$ cat config.mk
export PLATFORM = sky130hd
export DESIGN_NAME = tt_front
export DESIGN_NICKNAME = d
export VERILOG_FILES = /design/src/hdl/tt_pkg.sv /design/src/hdl/tt_front.sv
export SDC_FILE = /design/constraint.sdc
export NUM_CORES = 1
export LEC_CHECK = 0
export BUFFER_PORTS_ARGS = -buffer_cell sky130_fd_sc_hd__buf_2
export CELL_PAD_IN_SITES_DETAIL_PLACEMENT = 0
export CELL_PAD_IN_SITES_GLOBAL_PLACEMENT = 1
export CORE_MARGIN = 2
export CORE_UTILIZATION = 40
export CTS_CLUSTER_DIAMETER = 80
export DETAILED_ROUTE_END_ITERATION = 8
export PLACE_DENSITY_LB_ADDON = 0.1
export SYNTH_ARGS = -nofsm -noshare
export SYNTH_HDL_FRONTEND = slang
export SYNTH_SLANG_ARGS = --single-unit
$ cat constraint.sdc
create_clock -name aclk -period 14.6 [get_ports aclk]
set_input_delay 0.73 -clock aclk [delete_from_list [all_inputs] [get_ports aclk]]
set_output_delay 0.73 -clock aclk [all_outputs]
set_load 0.05 [all_outputs]
$ cat src/hdl/tt_pkg.sv
// ----------------------------------------------------------------------------
// tt_pkg - shared types and constants for the transposition table
// Field widths, stream packing offsets, command and bound codes, and the
// records that pass between the front and back parts.
// ----------------------------------------------------------------------------
package tt_pkg;

    localparam int TT_IDX_W   = 16;
    localparam int TT_ENTRIES = 1 << TT_IDX_W;

    localparam int KEY_W   = 64;
    localparam int DEPTH_W = 8;
    localparam int SCORE_W = 21;
    localparam int BOUND_W = 2;

    // stream packing, lowest bit first
    localparam int KEY_LO    = 0;
    localparam int DEPTH_LO  = KEY_LO + KEY_W;
    localparam int ALPHA_LO  = DEPTH_LO + DEPTH_W;
    localparam int BETA_LO   = ALPHA_LO + SCORE_W;
    localparam int SCORE_LO  = BETA_LO + SCORE_W;
    localparam int BOUND_LO  = SCORE_LO + SCORE_W;
    localparam int S_FIELD_W = BOUND_LO + BOUND_W;
    localparam int S_TDATA_W = ((S_FIELD_W + 7) / 8) * 8;
    localparam int M_TDATA_W = ((SCORE_W + 7) / 8) * 8;

    localparam logic signed [SCORE_W-1:0] MISS_SCORE = -21'sd1000000;

    localparam logic [BOUND_W-1:0] BOUND_EXACT = 2'd0;
    localparam logic [BOUND_W-1:0] BOUND_UPPER = 2'd1;
    localparam logic [BOUND_W-1:0] BOUND_LOWER = 2'd2;

    typedef enum logic {
        CMD_PROBE = 1'b0,
        CMD_STORE = 1'b1
    } cmd_t;

    typedef struct packed {
        cmd_t                cmd;
        logic [KEY_W-1:0]    key;
        logic [DEPTH_W-1:0]  depth;
        logic [SCORE_W-1:0]  alpha;
        logic [SCORE_W-1:0]  beta;
        logic [SCORE_W-1:0]  score;
        logic [BOUND_W-1:0]  bound;
    } tt_op_t;

    // full key kept: a cleared slot holds key 0 whatever its index
    typedef struct packed {
        logic [KEY_W-1:0]    key;
        logic [DEPTH_W-1:0]  depth;
        logic [SCORE_W-1:0]  score;
        logic [BOUND_W-1:0]  bound;
    } tt_entry_t;

    // back part -> front part
    typedef struct packed {
        logic clear_done;
        logic pop;
    } tt_ctl_t;

    typedef enum logic [2:0] {
        ST_CLEAR,
        ST_IDLE,
        ST_WRITE,
        ST_READ,
        ST_EVAL
    } tt_state_t;

endpackage

$ cat src/hdl/tt_front.sv
// ----------------------------------------------------------------------------
// tt_front - input side of the transposition table
// Takes beats from the input stream, decodes them into operation records
// and holds them in a two-entry queue for the back part.
// ----------------------------------------------------------------------------
module tt_front import tt_pkg::*; (
    input  logic                 aclk,
    input  logic                 aresetn,
    input  logic                 s_tvalid,
    output logic                 s_tready,
    input  logic [S_TDATA_W-1:0] s_tdata,
    input  logic [0:0]           s_tuser,
    input  tt_ctl_t              ctl,
    output logic                 head_valid,
    output tt_op_t               head_op
);

    tt_op_t     q_reg [2];
    logic       wr_ptr_reg, wr_ptr_next;
    logic       rd_ptr_reg, rd_ptr_next;
    logic [1:0] count_reg, count_next;
    tt_op_t     in_op;
    logic       push;
    logic       pop;

    always_comb begin
        in_op.cmd   = cmd_t'(s_tuser[0]);
        in_op.key   = s_tdata[KEY_LO   +: KEY_W];
        in_op.depth = s_tdata[DEPTH_LO +: DEPTH_W];
        in_op.alpha = s_tdata[ALPHA_LO +: SCORE_W];
        in_op.beta  = s_tdata[BETA_LO  +: SCORE_W];
        in_op.score = s_tdata[SCORE_LO +: SCORE_W];
        in_op.bound = s_tdata[BOUND_LO +: BOUND_W];
    end

    assign s_tready   = ctl.clear_done && (count_reg != 2'd2);
    assign push       = s_tvalid && s_tready;
    assign head_valid = (count_reg != 2'd0);
    assign pop        = ctl.pop && head_valid;
    assign head_op    = q_reg[rd_ptr_reg];

    always_comb begin
        wr_ptr_next = push ? ~wr_ptr_reg : wr_ptr_reg;
        rd_ptr_next = pop  ? ~rd_ptr_reg : rd_ptr_reg;
        count_next  = count_reg + {1'b0, push} - {1'b0, pop};
    end

    always_ff @(posedge aclk) begin
        if (!aresetn) begin
            wr_ptr_reg <= 1'b0;
            rd_ptr_reg <= 1'b0;
            count_reg  <= 2'd0;
        end else begin
            wr_ptr_reg <= wr_ptr_next;
            rd_ptr_reg <= rd_ptr_next;
            count_reg  <= count_next;
        end
    end

    always_ff @(posedge aclk) begin
        if (push) begin
            q_reg[wr_ptr_reg] <= in_op;
        end
    end

endmodule

; ---- After elaboration in Yosys (flattened, before gate mapping)
; Memories as Yosys holds them, arrays and structs flattened. A register that Yosys moved wholly into a read port is not among the register bits.
; Index checks and enable logic that the tools add are counted.
[classes]
n_mux = 4
reduce_logical = 4
add_sub_neg = 2
eq_ne = 1
n_bitwise = 2
[ops]
columns = op, count
row1 = 2-to-1 mux 1 bit, 4
row2 = logical AND 1 bit, 3
row3 = adder 2 x 1 -> 2 bit, 1
row4 = "!= test 2 bit, second input constant", 1
row5 = NOT 1 bit, 2
row6 = nonzero test 2 bit, 1
row7 = subtractor 2 x 1 -> 2 bit, 1
[totals]
mem_count = 1
regBits = 4
elab_cells = 17
in_bits = 150
ramBits = 276
output_inout_bits = 140
[mem_list]
columns = memory, words, word_bits, read_ports, rd_clocked_by_memory_dff, write_ports, line
row1 = q_reg, 2, 138, 1, 1, 1, tt_front.sv:18  ; tt_op_t q_reg [2];

; ---- Longest topological paths before layout
[depth]
word_depth = 5
mapped_depth = 8
ltp_nobuf = 8

; ---- Worst setup path after synthesis
; OpenSTA, ideal clock, no wires.
[synth_timing]
path_type = input-to-reg
startpoint = input port s_tvalid
endpoint = memory q_reg[0][0] in the netlist's numbering, enable pin
t_required_ps = 13962
t_arrival_ps = 6604
path_stages = 2
path_slack_ps = 7359
cell_sequence = nand3_1 -> nor2_1
[synth_via]
elab_chain_len = 3
[synth_rtl]
columns = item, line
row1 = from (decl), tt_front.sv:9  ; input logic s_tvalid,
row2 = logical AND 1 bit, tt_front.sv:37  ; assign push = s_tvalid && s_tready;
row3 = 2-to-1 mux 1 bit, tt_front.sv:61  ; if (push) begin
row4 = 2-to-1 mux 1 bit (not written as such), tt_front.sv:62  ; q_reg[wr_ptr_reg] <= in_op;
row5 = to (decl), tt_front.sv:18
; Every way passes these cells.

==> flow_summary.json <==
{
  "ctsResizeCount": 0,
  "critPathCaptureType": "output port",
  "io_pins": 290,
  "holdWs_ns": 0.3853,
  "antenna_found_initial": 3,
  "drt_wl_total_um": 20100,
  "hold_buffers": 0,
  "drv_slew": 0,
  "worstSkewPairLatency_ns": 0.53,
  "synth_top_family_by_area": "multiplexers",
  "leakage_nw": 4.696,
  "synth_edf_count": 276,
  "synthMuxAreaShare": 0.1526,
  "crit_chain": "buf_4 > mux2_2 > buf_2",
  "synth_common_cells": "edfxtp_1 (276), mux2_2 (138), buf_6 (14)",
  "power_density_nw_per_um2": 179.9,
  "synth_compound_area_frac": 0.0007327,
  "die_x_um": 164.0,
  "status": "completed",
  "synth_area_um2": 10250,
  "finalCriticalPeriod_ns": 3.774,
  "critPathKind": "flop to output port",
  "htreeDepth": 1,
  "dieHeight_um": 164.0,
  "synth_area_leaders": "edfxtp_1 (81%), mux2_2 (15%), buf_6 (1.5%), dfxtp_1 (0.98%), xnor2_1 (0.26%)",
  "arrival_ns": 3.04,
  "yosysSeqAreaShare": 0.8187,
  "ys_async_sr_fraction": 0,
  "fp-row-count": 58,
  "finalSetupTns_ns": 0,
  "required_ns": 13.87,
  "worst-path-stages": 3,
  "ir_drop_uv": 93.21,
  "ant_nets": 0,
  "clk_pin_slew_ns": 0.06,
  "placed_cell_area_um2": 11950,
  "core-area_um2": 25180,
  "avgSynthCellArea_um2": 22.57,
  "drc": 0,
  "vias": 5113,
  "grt_pass1_wl_um": 29230,
  "synth_most_common_cell": "edfxtp_1",
  "synthAdderAreaFrac": 0.002442,
  "synth_top_area_cell": "edfxtp_1",
  "track_usage": 0.1417,
  "gp_congestion": 0.7126,
  "start_kind": "flop",
  "numCtsBuffers": 29,
  "cts.sinks": 281,
  "fin_cells": 1107,
  "first_global_vias": 5350,
  "grt_overflow": 0,
  "hold-path-cell-count": 1,
  "cp_slowest_stage_delay_ns": 0.90,
  "ys.flop_type": "edfxtp_1",
  "synth_simple_gate_area_share": 0.006716,
  "worst_clock_skew_ns": 0.008198,
  "hp-class": "input port to flop",
  "critical-path-top-delay-family": "buffers and inverters",
  "viasPerCell": 4.619,
  "nFillCells": 2108,
  "yosysWarnings": 0,
  "cts_root_buf": "clkbuf_16",
  "drive_gt1_frac": 0.5966,
  "grt_max_degree": 77,
  "reg2reg_depth": 5,
  "ys_ff_latch": 281,
  "final_nets": 908,
  "drtIter0Drc": 222,
  "post_cts_buffers": 0,
  "hpwl_um": 13070,
  "dr.pass1.iters": 4,
  "synth_top_area_frac": 0.8089,
  "placed_cells": 1055,
  "fmax_ghz": 0.2650,
  "syn-instance-count": 454,
  "cp_num_buf_inv": 2,
  "wire_per_inst_um": 18.16,
  "area_growth_pct": 25.14,
  "ys_types": 18,
  "largest_reg_flops": 276,
  "start_util": 0.4069,
  "fin_area_um2": 12820,
  "slew_headroom": 0.2710,
  "worstMarginPinSlew_ns": 1.093,
  "yosys.area_share.xor_xnor": 0.002564,
  "place.port_buffers": 282,
  "crit_slowest_cell": "dfxtp_4",
  "clk_path_buf_depth": 3,
  "crit_path_max_fanout": 75,
  "hold_viol": 0,
  "rsz0062_at_grt": "false",
  "cap_viol_max_count": 0,
  "setup_viol": 0,
  "cts_tree": "done",
  "timing.final.crit_share": 0.2585,
  "syn-num-nets": 606,
  "die_area_um2": 26910
}
-- through the flow --
stage / utilization / worst slack, ns / total power, mW
after global placement: 0.4747 / 11.03 / 1.652
final: 0.5092 / 10.83 / 2.307
after global routing: 0.5091 / 10.60 / 2.398
after CTS: 0.5091 / 10.72 / 2.338
after detailed placement: 0.4747 / 10.95 / 1.658
after floorplan: - / 7.359 / 1.535
-- path summary, 6_finish.rpt --
| kind | startpoint | end | slack (ns) |
|---|---|---|---|
| min | s_tdata[120] | q_reg[1][8]$_DFFE_PP_ | 0.39 |
| min reg2reg | wr_ptr_reg$_SDFFE_PN0N_ | wr_ptr_reg$_SDFFE_PN0N_ | 0.53 |
| max reg2reg | count_reg[0]$_SDFF_PN0_ | q_reg[0][82]$_DFFE_PP_ | 11.34 |
| max | flop | head_op[57] | 10.83 |
-- cell type report --
type | count | area [µm²] | area share
Clock buffer | 37 | 755.7 | 0.05894
Sequential cell | 281 | 8392 | 0.6545
Inverter | 1 | 3.754 | 0.0002927
Multi-Input combinational cell | 157 | 1704 | 0.1329
Clock inverter | 14 | 110.1 | 0.008587
Timing Repair Buffer | 286 | 1441 | 0.1124
Antenna cell | 1 | 2.502 | 0.0001952
Tap cell | 330 | 412.9 | 0.03220
-- cell usage in the layout, fill, tap and decap left out --
master     netlist  routed
nand3_1          1       1
xnor2_1          3       3
nand2_1          1       1
buf_4            0       4
mux2_2         138     138
clkinv_2         0       4
bufinv_16        0       2
inv_1            1       1
dfxtp_4          0       1
and2_1           3       3
clkbuf_1         0       8
mux2i_1          1       1
and3_4           0       1
diode_2          0       1
o21a_1           1       1
clkbuf_16        0      29
or2_2            1       1
clkinv_1         0       8
ha_1             2       2
nand2b_1         2       2
buf_2            1     282
dfxtp_1          5       4
nor2b_1          2       2
nor2_4           0       1
edfxtp_1       276     276
-- layer usage --
metal / GRT usage / vias up / share of wire
met5: 0 / - / 0.0016
met4: 0.03788 / 4 / 0.018
met3: 0.05076 / 33 / 0.094
met2: 0.2429 / 178 / 0.50
met1: 0.1698 / 2485 / 0.39
li1: - / 2413 / -
-- cell families (layout without fill, tap and decap cells) --
logic type               after synthesis  count (layout)
multiplexers                         139             139
XOR/XNOR                               3               3
AO/OA/AOI/OAI                          1               1
buffers and inverters                 16             338
AND/OR/NAND/NOR                       12              12
flip-flops                           281             281
other                                  0               1
adder cells (fa/ha/maj)                2               2
-- worst register-to-register path: stages (launching register included) --
cell,delay (ns)
dfxtp_1,0.37
nand2b_1,0.14
nand3_1,0.19
nor2_4,0.58
buf_4,0.77
buf_4,0.78
-- power by group --
part,switching [mW],leakage (nW),internal [mW]
registers,0.0339,2.57,0.950
clock network,0.278,0.423,0.396
logic,0.464,1.70,0.185
(Power assumes the default switching activity.)
